File: config.mk
export PLATFORM = sky130hd
export DESIGN_NAME = sacs_unit
export DESIGN_NICKNAME = d
export VERILOG_FILES = /design/src/hw/rtl/sacs_pkg.sv /design/src/hw/rtl/sacs_unit.sv
export SDC_FILE = /design/constraint.sdc
export NUM_CORES = 1
export LEC_CHECK = 0
export ABC_AREA = 1
export BUFFER_PORTS_ARGS = -buffer_cell sky130_fd_sc_hd__buf_2
export CORE_ASPECT_RATIO = 0.9
export CORE_UTILIZATION = 45
export DETAILED_ROUTE_END_ITERATION = 6
export PLACE_DENSITY = 0.84
export SYNTH_ARGS = -nofsm -noshare
export SYNTH_HDL_FRONTEND = slang
export SYNTH_SLANG_ARGS = --single-unit
File: constraint.sdc
create_clock -name vclk -period 2.2
set_input_delay 0.44 -clock vclk [all_inputs]
set_output_delay 0.44 -clock vclk [all_outputs]
set_load 0.005 [all_outputs]
File: src/hw/rtl/sacs_pkg.sv
package sacs_pkg;

    localparam int ROWS     = 4;
    localparam int COLUMNS  = 1024;
    localparam int IN_ROWS  = 4;
    localparam int COL_IN_W = 10;
    localparam int RND_W    = 7;
    localparam int CNT_W    = 8;
    localparam int EXP_W    = 3;
    localparam int MANT_W   = 5;
    localparam int EST_W    = 13;
    localparam int TOT_W    = 32;
    localparam int DEPTH    = ROWS * COLUMNS;
    localparam int ADDR_W   = (DEPTH > 1) ? $clog2(DEPTH) : 1;
    localparam int ROW_W    = (ROWS > 1) ? $clog2(ROWS) : 1;

    localparam logic [EST_W-1:0]  EST_INIT = '1;
    localparam logic [MANT_W-1:0] MANT_MAX = '1;
    localparam logic [EXP_W-1:0]  EXP_MAX  = '1;

    typedef struct packed {
        logic              we;
        logic [ADDR_W-1:0] waddr;
        logic [CNT_W-1:0]  wdata;
        logic [ADDR_W-1:0] raddr;
    } t_mem_req;

    // restoring reduction of a column index modulo COLUMNS
    function automatic logic [COL_IN_W-1:0] col_reduce(input logic [COL_IN_W-1:0] col);
        logic [COL_IN_W-1:0] v;
        v = col;
        for (int k = COL_IN_W - 1; k >= 0; k--) begin
            if (int'(v) >= (COLUMNS << k)) begin
                v = v - COL_IN_W'(COLUMNS << k);
            end
        end
        return v;
    endfunction

    function automatic logic [ADDR_W-1:0] slot_addr(input int row,
                                                    input logic [COL_IN_W-1:0] col);
        return ADDR_W'(row * COLUMNS) + ADDR_W'(col_reduce(col));
    endfunction

endpackage

File: src/hw/rtl/sacs_unit.sv
module sacs_unit (
    input  logic [sacs_pkg::CNT_W-1:0] i_cnt,
    input  logic [sacs_pkg::RND_W-1:0] i_rnd,
    output logic [sacs_pkg::CNT_W-1:0] o_bumped,
    output logic [sacs_pkg::EST_W-1:0] o_decoded
);
    import sacs_pkg::*;

    logic [EXP_W-1:0]  w_exp;
    logic [MANT_W-1:0] w_mant;
    logic [RND_W-1:0]  w_mask;
    logic              w_skip;

    assign w_exp  = i_cnt[CNT_W-1:MANT_W];
    assign w_mant = i_cnt[MANT_W-1:0];
    // exponent at top makes the shift fall off, and the mask becomes all ones
    assign w_mask = (RND_W'(1) << w_exp) - RND_W'(1);
    assign w_skip = |(i_rnd & w_mask);

    always_comb begin
        priority if (w_skip) begin
            o_bumped = i_cnt;
        end else if (w_mant != MANT_MAX) begin
            o_bumped = i_cnt + CNT_W'(1);
        end else if (w_exp == EXP_MAX) begin
            o_bumped = i_cnt;   // saturate at the top value
        end else begin
            o_bumped = {w_exp + EXP_W'(1), {MANT_W{1'b0}}};
        end
    end

    // m*2^e + 32*(2^e - 1) == (m + 32)*2^e - 32
    assign o_decoded = (EST_W'({1'b1, w_mant}) << w_exp) - EST_W'(32);

endmodule

==> results of run 1 <==
-- cell type report --
cell class / count / area [um^2]
well taps: 25 / 31.3
fillers: 155 / 444
inverters: 20 / 103
repair buffers: 62 / 417
multi-input cells: 153 / 986
repair inverters: 1 / 8.76
-- worst max-delay path, delay by kind of cell --
| kind | cells | cell delay [ps] |
|---|---|---|
| buffers and inverters | 3 | 330 |
| AOI/OAI and AO/OA | 2 | 440 |
| and+or+nand+nor | 3 | 230 |
| adders and majority gates | 2 | 380 |
-- where the power goes --
group          internal (mW)  switching [mW]  leakage [nW]
clock                      0               0             0
sequential                 0               0             0
combinational          0.149           0.195         0.846
-- cells by family (layout without fill, tap and decap cells) --
family / Yosys count / after routing / synth area share (%)
buffers and inverters: 26 / 83 / 14.0
AOI/OAI and AO/OA: 20 / 20 / 12.2
adders and majority gates: 7 / 7 / 8.83
and+or+nand+nor: 117 / 118 / 57.9
xor gates and xnor gates: 8 / 8 / 7.06
-- per-layer routing --
metal / share of wire [%] / vias to the layer above
met5: 0 / -
met4: 2.4 / 0
met3: 8.2 / 13
met2: 50 / 94
met1: 39 / 625
li1: - / 697
-- placed cells by master (no fill, tap or decap), drive strengths merged, types with 3 or more instances in the layout --
cell	n
nand2	71
buf	61
nor3	5
nor2	14
o21ai	14
a21oi	3
nand4	3
ha	7
xor2	6
inv	20
nand3	25
-- timing repair --
action	4_1_cts	5_1_grt
pin swaps	3	11
resized for setup	5	45
gates cloned	1	1
setup endpoints to repair	9	11
setup buffers	0	2
-- how the worst max path moves through the flow --
stage | start | endpoint | slack (ps)
floorplan | i_cnt[0] | o_bumped[4] | 150
global placement | i_cnt[5] | o_bumped[1] | -50
detailed placement | i_cnt[5] | o_bumped[3] | -90
CTS | i_cnt[5] | o_decoded[9] | 2
global route | i_cnt[1] | o_bumped[3] | -100
finish | i_cnt[1] | o_bumped[3] | -70
==> impl_metrics.yaml, run 1 <==
final_layout:
  final_util_pct: 77.7
  fin_area_um2: 1550
  drive_above_1_share_pct: 49.2
  nets: 260
  diodes: 0
  nClkBuffers: 0
  finalNonFillerCells: 261
  seq_cells: 0
  area_growth_pct: 55.7
  seqCellArea_um2: 0
synth:
  synthCells: 178
  synth.largest_area_cell: "nand2_1"
  synthTopCellsByCount: "nand2_1 (56), nand3_1 (21), inv_1 (15)"
  ys_top_cells_by_area: "nand2_1 (21%), nand3_1 (11%), ha_1 (8.8%), nand2_2 (7.6%), inv_1 (5.7%)"
  seq_area_frac_synth_pct: 0
  synth_nets: 200
  syn_area_um2: 992
  synthMostInstantiatedCell: "nand2_1"
  synthDistinctLibCells: 27
  synth_top_area_share_pct: 21.2
  syn_avg_cell_area_um2: 5.57
  synth_warnings: 0
floorplanning:
  initial_core_util_pct: 49.9
  die-area_um2: 2400
  ios: 36
  fp.dieW_um: 51.5
  dieHeight_um: 46.5
  rows: 15
  core-area_um2: 1990
worst_setup_path:
  cp-start-kind: "primary input"
  cp-end-kind: "output port"
  crit_chain: "buf_2 -> ha_1 -> nand2_1 -> nor2_1 -> ha_1 -> inv_2 -> o31ai_1 -> o21ai_1 -> nand2_1 -> buf_2"
  max_stage_delay_ps: 310
  critPathArrivalTime_ps: 1830
  cp_max_fo: 7
  critPathRequiredTime_ps: 1760
  crit_path_top_delay_cell: "o31ai_1"
  path_class: "in2out"
sta:
  whs_ps: 1240
  drv_slew: 0
  setup-tns-final_ps: -71.1
  finalSetupViolCount: 1
  fin_ws_ps: -71.1
  hold_violations: 0
  fmax_mhz: 440
  max-slew-margin-rel_pct: 77.7
  timing.final.crit_period_ps: 2270
  fin_crit_sh_pct: 103
  tightest_slew_ps: 331
power_and_ir_drop:
  power_density_nw_per_um2: 222
  peakVddDrop_uv: 155
  design_power_total_uw: 344
  leakage_nw: 0.846
route:
  routedWlPerCell_um: 13.9
  wl_mm: 3.62
  drtAntennaViolNets: 0
  viasPerCell: 5.48
  vias: 1429
  drt_iter0_markers: 96
  firstDrtPassIters: 4
  drc_errors: 0
place:
  pre_cts_ws_ps: -85.3
  dpl_cell_area_um2: 1330
  placedCellCount: 257
  gp_congestion: 0.881
  io_buffers: 36
  dp_hpwl_mm: 2.18
hold_path:
  hold_depth: 4
  hold_start: "i_cnt[4]"
  hold_end: "o_bumped[4]"
  min_path_type: "in2out"
status:
  violations: "negative setup slack"
  status: "complete, but fails checks"
grt:
  grt_overflow: 0
  grt_max_degree: 15
  grt_usage_pct: 22.3
  grt_pass1_wl_mm: 4.15
  grtUsageMet1_pct: 31.4
  gr-usage-met3_pct: 0.330
  use_met2_pct: 40.5
  antenna_found_initial: 0
  global_route.peak_usage_layer: "met2"
  grt_pass1_vias: 972
job:
  cap_violations: 0
cts:
  ctsHoldBuffers: 0
(Power assumes the default switching activity.)
==> run 2, diff against run 1 <==
--- a/config.mk
+++ b/config.mk
@@ -11,6 +11,7 @@
 export CORE_UTILIZATION = 45
 export DETAILED_ROUTE_END_ITERATION = 6
 export PLACE_DENSITY = 0.84
+export RECOVER_POWER = 100
 export SYNTH_ARGS = -nofsm -noshare
 export SYNTH_HDL_FRONTEND = slang
 export SYNTH_SLANG_ARGS = --single-unit
==> run 2 against run 1 <==
Effect of this change:
- the run still ends with negative setup slack left
- highest routed layer unchanged
- sequential share of layout area unchanged
- non-clock buffer count did not move
- die area is the same
- critical path depth unchanged
- flip-flop and latch count unchanged
- first-iteration DRC count unchanged
- cell count did not move
- count of clock-buffer cells in the layout unchanged
- global-route usage unchanged
- combinational power is essentially flat
- largest power group unchanged
==> impl_metrics.yaml, run 2 (synthesized netlist as in run 1, its figures left out) <==
power_and_ir_drop:
  peakVddDrop_uv: 155
  leakage_nw: 0.842
  design_power_total_uw: 344
  power_density_nw_per_um2: 223
route:
  drt_iter0_markers: 96
  wl_mm: 3.62
  viasPerCell: 5.48
  routedWlPerCell_um: 13.9
  vias: 1429
  firstDrtPassIters: 4
  drc_errors: 0
  drtAntennaViolNets: 0
worst_setup_path:
  cp-end-kind: "output port"
  critPathRequiredTime_ps: 1760
  cp_max_fo: 7
  crit_path_top_delay_cell: "o31ai_1"
  critPathArrivalTime_ps: 1830
  crit_family: "compound AO/OA/AOI/OAI gates"
  crit_buf_inv: 3
  max_stage_delay_ps: 310
  path_class: "in2out"
  cp-start-kind: "primary input"
  crit_chain: "buf_2 -> ha_1 -> nand2_1 -> nor2_1 -> ha_1 -> inv_2 -> o31ai_1 -> o21ai_1 -> nand2_1 -> buf_2"
sta:
  timing.final.crit_period_ps: 2270
  fin_ws_ps: -71.1
  finalSetupViolCount: 1
  fin_crit_sh_pct: 103
  max-slew-margin-rel_pct: 77.7
  hold_violations: 0
  fmax_mhz: 440
  tightest_slew_ps: 331
  setup-tns-final_ps: -71.1
  drv_slew: 0
final_layout:
  seqCellArea_um2: 0
  mostFrequentLayoutCell: "nand2_1"
  drive_above_1_share_pct: 48.7
  nets: 260
  finalNonFillerCells: 261
  final_util_pct: 77.6
  diodes: 0
  area_growth_pct: 55.6
  nClkBuffers: 0
  mostFrequentLayoutCells: "nand2_1 (46), buf_2 (31), buf_4 (24)"
  seq_cells: 0
place:
  dp_hpwl_mm: 2.18
  gp_congestion: 0.881
  pre_cts_ws_ps: -85.3
  placedCellCount: 257
  io_buffers: 36
grt:
  grt_max_degree: 15
  grt_usage_pct: 22.3
  grt_pass1_vias: 972
  grt_overflow: 0
  grt_pass1_wl_mm: 4.15
  antenna_found_initial: 0
floorplanning:
  die-area_um2: 2400
  rows: 15
  dieHeight_um: 46.5
  core-area_um2: 1990
  initial_core_util_pct: 49.9
  fp.dieW_um: 51.5
  ios: 36
cts:
  ctsHoldBuffers: 0
status:
  status: "complete, but fails checks"
  violations: "negative setup slack"
job:
  cap_violations: 0
hold_path:
  min_path_type: "in2out"
-- run 2: final cells by class --
class | instances | area [um^2]
Timing Repair Buffer | 62 | 415
Inverter | 20 | 103
Timing Repair inverter | 1 | 8.76
Multi-Input combinational cell | 153 | 986
Fill cell | 156 | 445
Tap cell | 25 | 31.3
-- run 2: worst paths after layout --
path | from | endpoint | slack, ps | cells after the start
worst max-delay path | i_cnt[1] | o_bumped[3] | -70 | 10
worst min-delay path | i_cnt[4] | o_bumped[4] | 1240 | 4
-- run 2: power breakdown --
part | switching [mW] | total, mW | leakage (nW) | internal, mW
Sequential | 0 | 0 | 0 | 0
Combinational | 0.195 | 0.344 | 0.842 | 0.149
Clock | 0 | 0 | 0 | 0
Total | 0.195 | 0.344 | 0.842 | 0.149
-- run 2: through the flow --
stage	instance area, um^2	hold slack, ps
finish	1540	1240
global route	1540	1250
CTS	1350	1210
detailed placement	1330	1210
global placement	1330	1210
floorplan	992	977
-- run 2: routing by layer --
metal | vias up | track usage, % | share of wire (%)
li1 | 697 | - | -
met1 | 625 | 31.4 | 39
met2 | 94 | 40.5 | 50
met3 | 13 | 0.330 | 8.2
met4 | 0 | 0 | 2.4
met5 | - | 0 | 0
-- run 2: what timing repair did --
| action | 4_1_cts | 5_1_grt |
|---|---|---|
| buffers inserted | 0 | 2 |
| pin swaps | 3 | 11 |
| cloned | 1 | 1 |
| endpoints found under the setup margin | 9 | 11 |
| gates resized for setup | 5 | 45 |
==> run 3, diff against run 2 <==
--- a/config.mk
+++ b/config.mk
@@ -7,10 +7,12 @@
 export LEC_CHECK = 0
 export ABC_AREA = 1
 export BUFFER_PORTS_ARGS = -buffer_cell sky130_fd_sc_hd__buf_2
+export CELL_PAD_IN_SITES_DETAIL_PLACEMENT = 2
+export CELL_PAD_IN_SITES_GLOBAL_PLACEMENT = 2
 export CORE_ASPECT_RATIO = 0.9
-export CORE_UTILIZATION = 45
+export CORE_UTILIZATION = 25
 export DETAILED_ROUTE_END_ITERATION = 6
-export PLACE_DENSITY = 0.84
+export PLACE_DENSITY = 0.93
 export RECOVER_POWER = 100
 export SYNTH_ARGS = -nofsm -noshare
 export SYNTH_HDL_FRONTEND = slang
==> run 3 against run 2 <==
Effect of this change:
- the run still ends with negative setup slack left
- cell count increased by 13%
- first-iteration DRC count decreased by 8.3%
- maximum frequency decreased by 3.5%
- flip-flop and latch count unchanged
- via count increased by 12%
- non-clock buffer count increased by 12
- core utilization decreased by 31 points
- routed wire length increased by 83%
- global-route usage increased by 2.7 points
- largest power group unchanged
==> impl_metrics.yaml, run 3 (synthesized netlist as in run 1, its figures left out) <==
status:
  status: "complete, but fails checks"
  violations: "negative setup slack"
route:
  drc_errors: 0
  wl_met1_mm: 2.74
  wl_mm: 6.64
  route.met2.wl_mm: 3.37
  drt_iter0_markers: 88
  drtAntennaViolNets: 0
  routedWlPerCell_um: 22.6
  firstDrtPassIters: 5
  vias: 1604
  viasPerCell: 5.46
  wl_met3_um: 309
  top_layer: "met4"
sta:
  hold_violations: 0
  fin_crit_sh_pct: 107
  finalSetupViolCount: 10
  max-slew-margin-rel_pct: 82.1
  fin_ws_ps: -153
  timing.final.crit_period_ps: 2350
  fmax_mhz: 425
  drv_slew: 0
  grt_setup_unrepaired: "yes"
  tightest_slew_ps: 265
final_layout:
  drive_above_1_share_pct: 54.4
  nClkBuffers: 0
  seq_cells: 0
  seqCellArea_um2: 0
  mostFrequentLayoutCell: "nand2_1"
  area_growth_pct: 76.3
  mostFrequentLayoutCells: "nand2_1 (44), buf_4 (34), buf_2 (32)"
  nets: 272
  diodes: 0
  n_fill_cell: 455
  final_util_pct: 46.6
grt:
  grt_pass1_wl_mm: 7.89
  grt_max_degree: 11
  antenna_found_initial: 0
  grt_pass1_vias: 1587
  grt_usage_pct: 25.1
  grt_overflow: 0
power_and_ir_drop:
  peakVddDrop_uv: 108
  leakage_nw: 0.922
  power_density_nw_per_um2: 240
hold_path:
  hold_depth: 4
  hold_start: "i_cnt[4]"
  hold_end: "o_bumped[4]"
  min_path_type: "in2out"
worst_setup_path:
  crit_chain: "buf_2 -> ha_2 -> nand2_1 -> nor2_1 -> ha_2 -> clkinv_4 -> o31ai_1 -> o21ai_1 -> nand2_1 -> buf_2"
  cp_max_fo: 6
  critPathRequiredTime_ps: 1760
  path_class: "in2out"
  max_stage_delay_ps: 250
  cp-end-kind: "output port"
  critPathArrivalTime_ps: 1910
  crit_path_top_delay_cell: "o31ai_1"
  cp-start-kind: "primary input"
place:
  io_buffers: 36
  gp_congestion: 0.822
  dp_hpwl_mm: 3.80
  pre_cts_ws_ps: -169
floorplanning:
  fp.dieW_um: 68.4
  dieHeight_um: 61.8
  core-area_um2: 3760
  die-area_um2: 4230
  initial_core_util_pct: 26.4
  rows: 21
  ios: 36
job:
  cap_violations: 0
-- run 3: cell types whose count changed in the layout (fill, tap and decap cells not counted), moves of 2 or more --
cell     before  now
ha_1          4    0
nand2_2      19   16
ha_2          0    2
inv_1        14   12
nand2_1      46   44
o21ai_1       6    8
buf_4        24   34
nand2_4       6   11
ha_4          3    5
-- run 3: worst max-delay path, delay by kind of cell --
kind	cells	cell delay, ps
simple gates	3	290
fa+ha+maj	2	440
compound gates	2	380
buf+inv	3	350
-- run 3: what timing repair did --
| item | CTS | global route |
|---|---|---|
| setup endpoints to repair | 14 | 15 |
| pin swaps | 10 | 18 |
| gates cloned | 1 | 1 |
| hold buffers | 0 | 0 |
| resized for setup | 31 | 37 |
| buffers inserted | 4 | 6 |
-- run 3: worst max-delay path by stage --
| stage | start | to | slack (ps) | depth (start not counted) |
|---|---|---|---|---|
| final | i_cnt[1] | o_bumped[3] | -150 | 10 |
| after detailed placement | i_cnt[5] | o_bumped[3] | -170 | 12 |
| after global placement | i_cnt[1] | o_bumped[1] | -40 | 11 |
| after global routing | i_cnt[1] | o_bumped[3] | -250 | 10 |
| after floorplan | i_cnt[0] | o_bumped[4] | 150 | 9 |
| after CTS | i_cnt[0] | o_decoded[9] | 1 | 13 |
-- run 3: metal layers --
metal | vias to the layer above | global-route usage (%)
met5 | - | 0
met3 | 18 | 1.64
met2 | 70 | 48.7
met4 | 0 | 4.17
li1 | 721 | -
met1 | 795 | 30.5
-- run 3: power breakdown --
group          switching, mW  leakage, nW  total, mW  internal [mW]
clock network              0            0          0              0
registers                  0            0          0              0
logic                  0.246        0.922      0.420          0.174
total                  0.246        0.922      0.420          0.174
-- run 3: final cells by class --
| type | instances | area (um^2) | area share (%) |
|---|---|---|---|
| timing repair inverter | 1 | 8.76 | 0.501 |
| multi-input combinational | 153 | 1050 | 60.3 |
| inverter | 20 | 113 | 6.44 |
| tap | 46 | 57.6 | 3.29 |
| timing repair buffer | 74 | 515 | 29.5 |
-- run 3: stage by stage --
step | power, mW | setup TNS (ps) | area, um^2 | instances | hold WS [ps]
floorplan | 0.173 | 0 | 992 | 178 | 977
finish | 0.420 | -958 | 1750 | 294 | 1290
detailed placement | 0.316 | -1560 | 1410 | 283 | 1280
global placement | 0.294 | -181 | 1410 | 283 | 1260
CTS | 0.349 | 0 | 1570 | 288 | 1280
global route | 0.450 | -1800 | 1750 | 294 | 1290
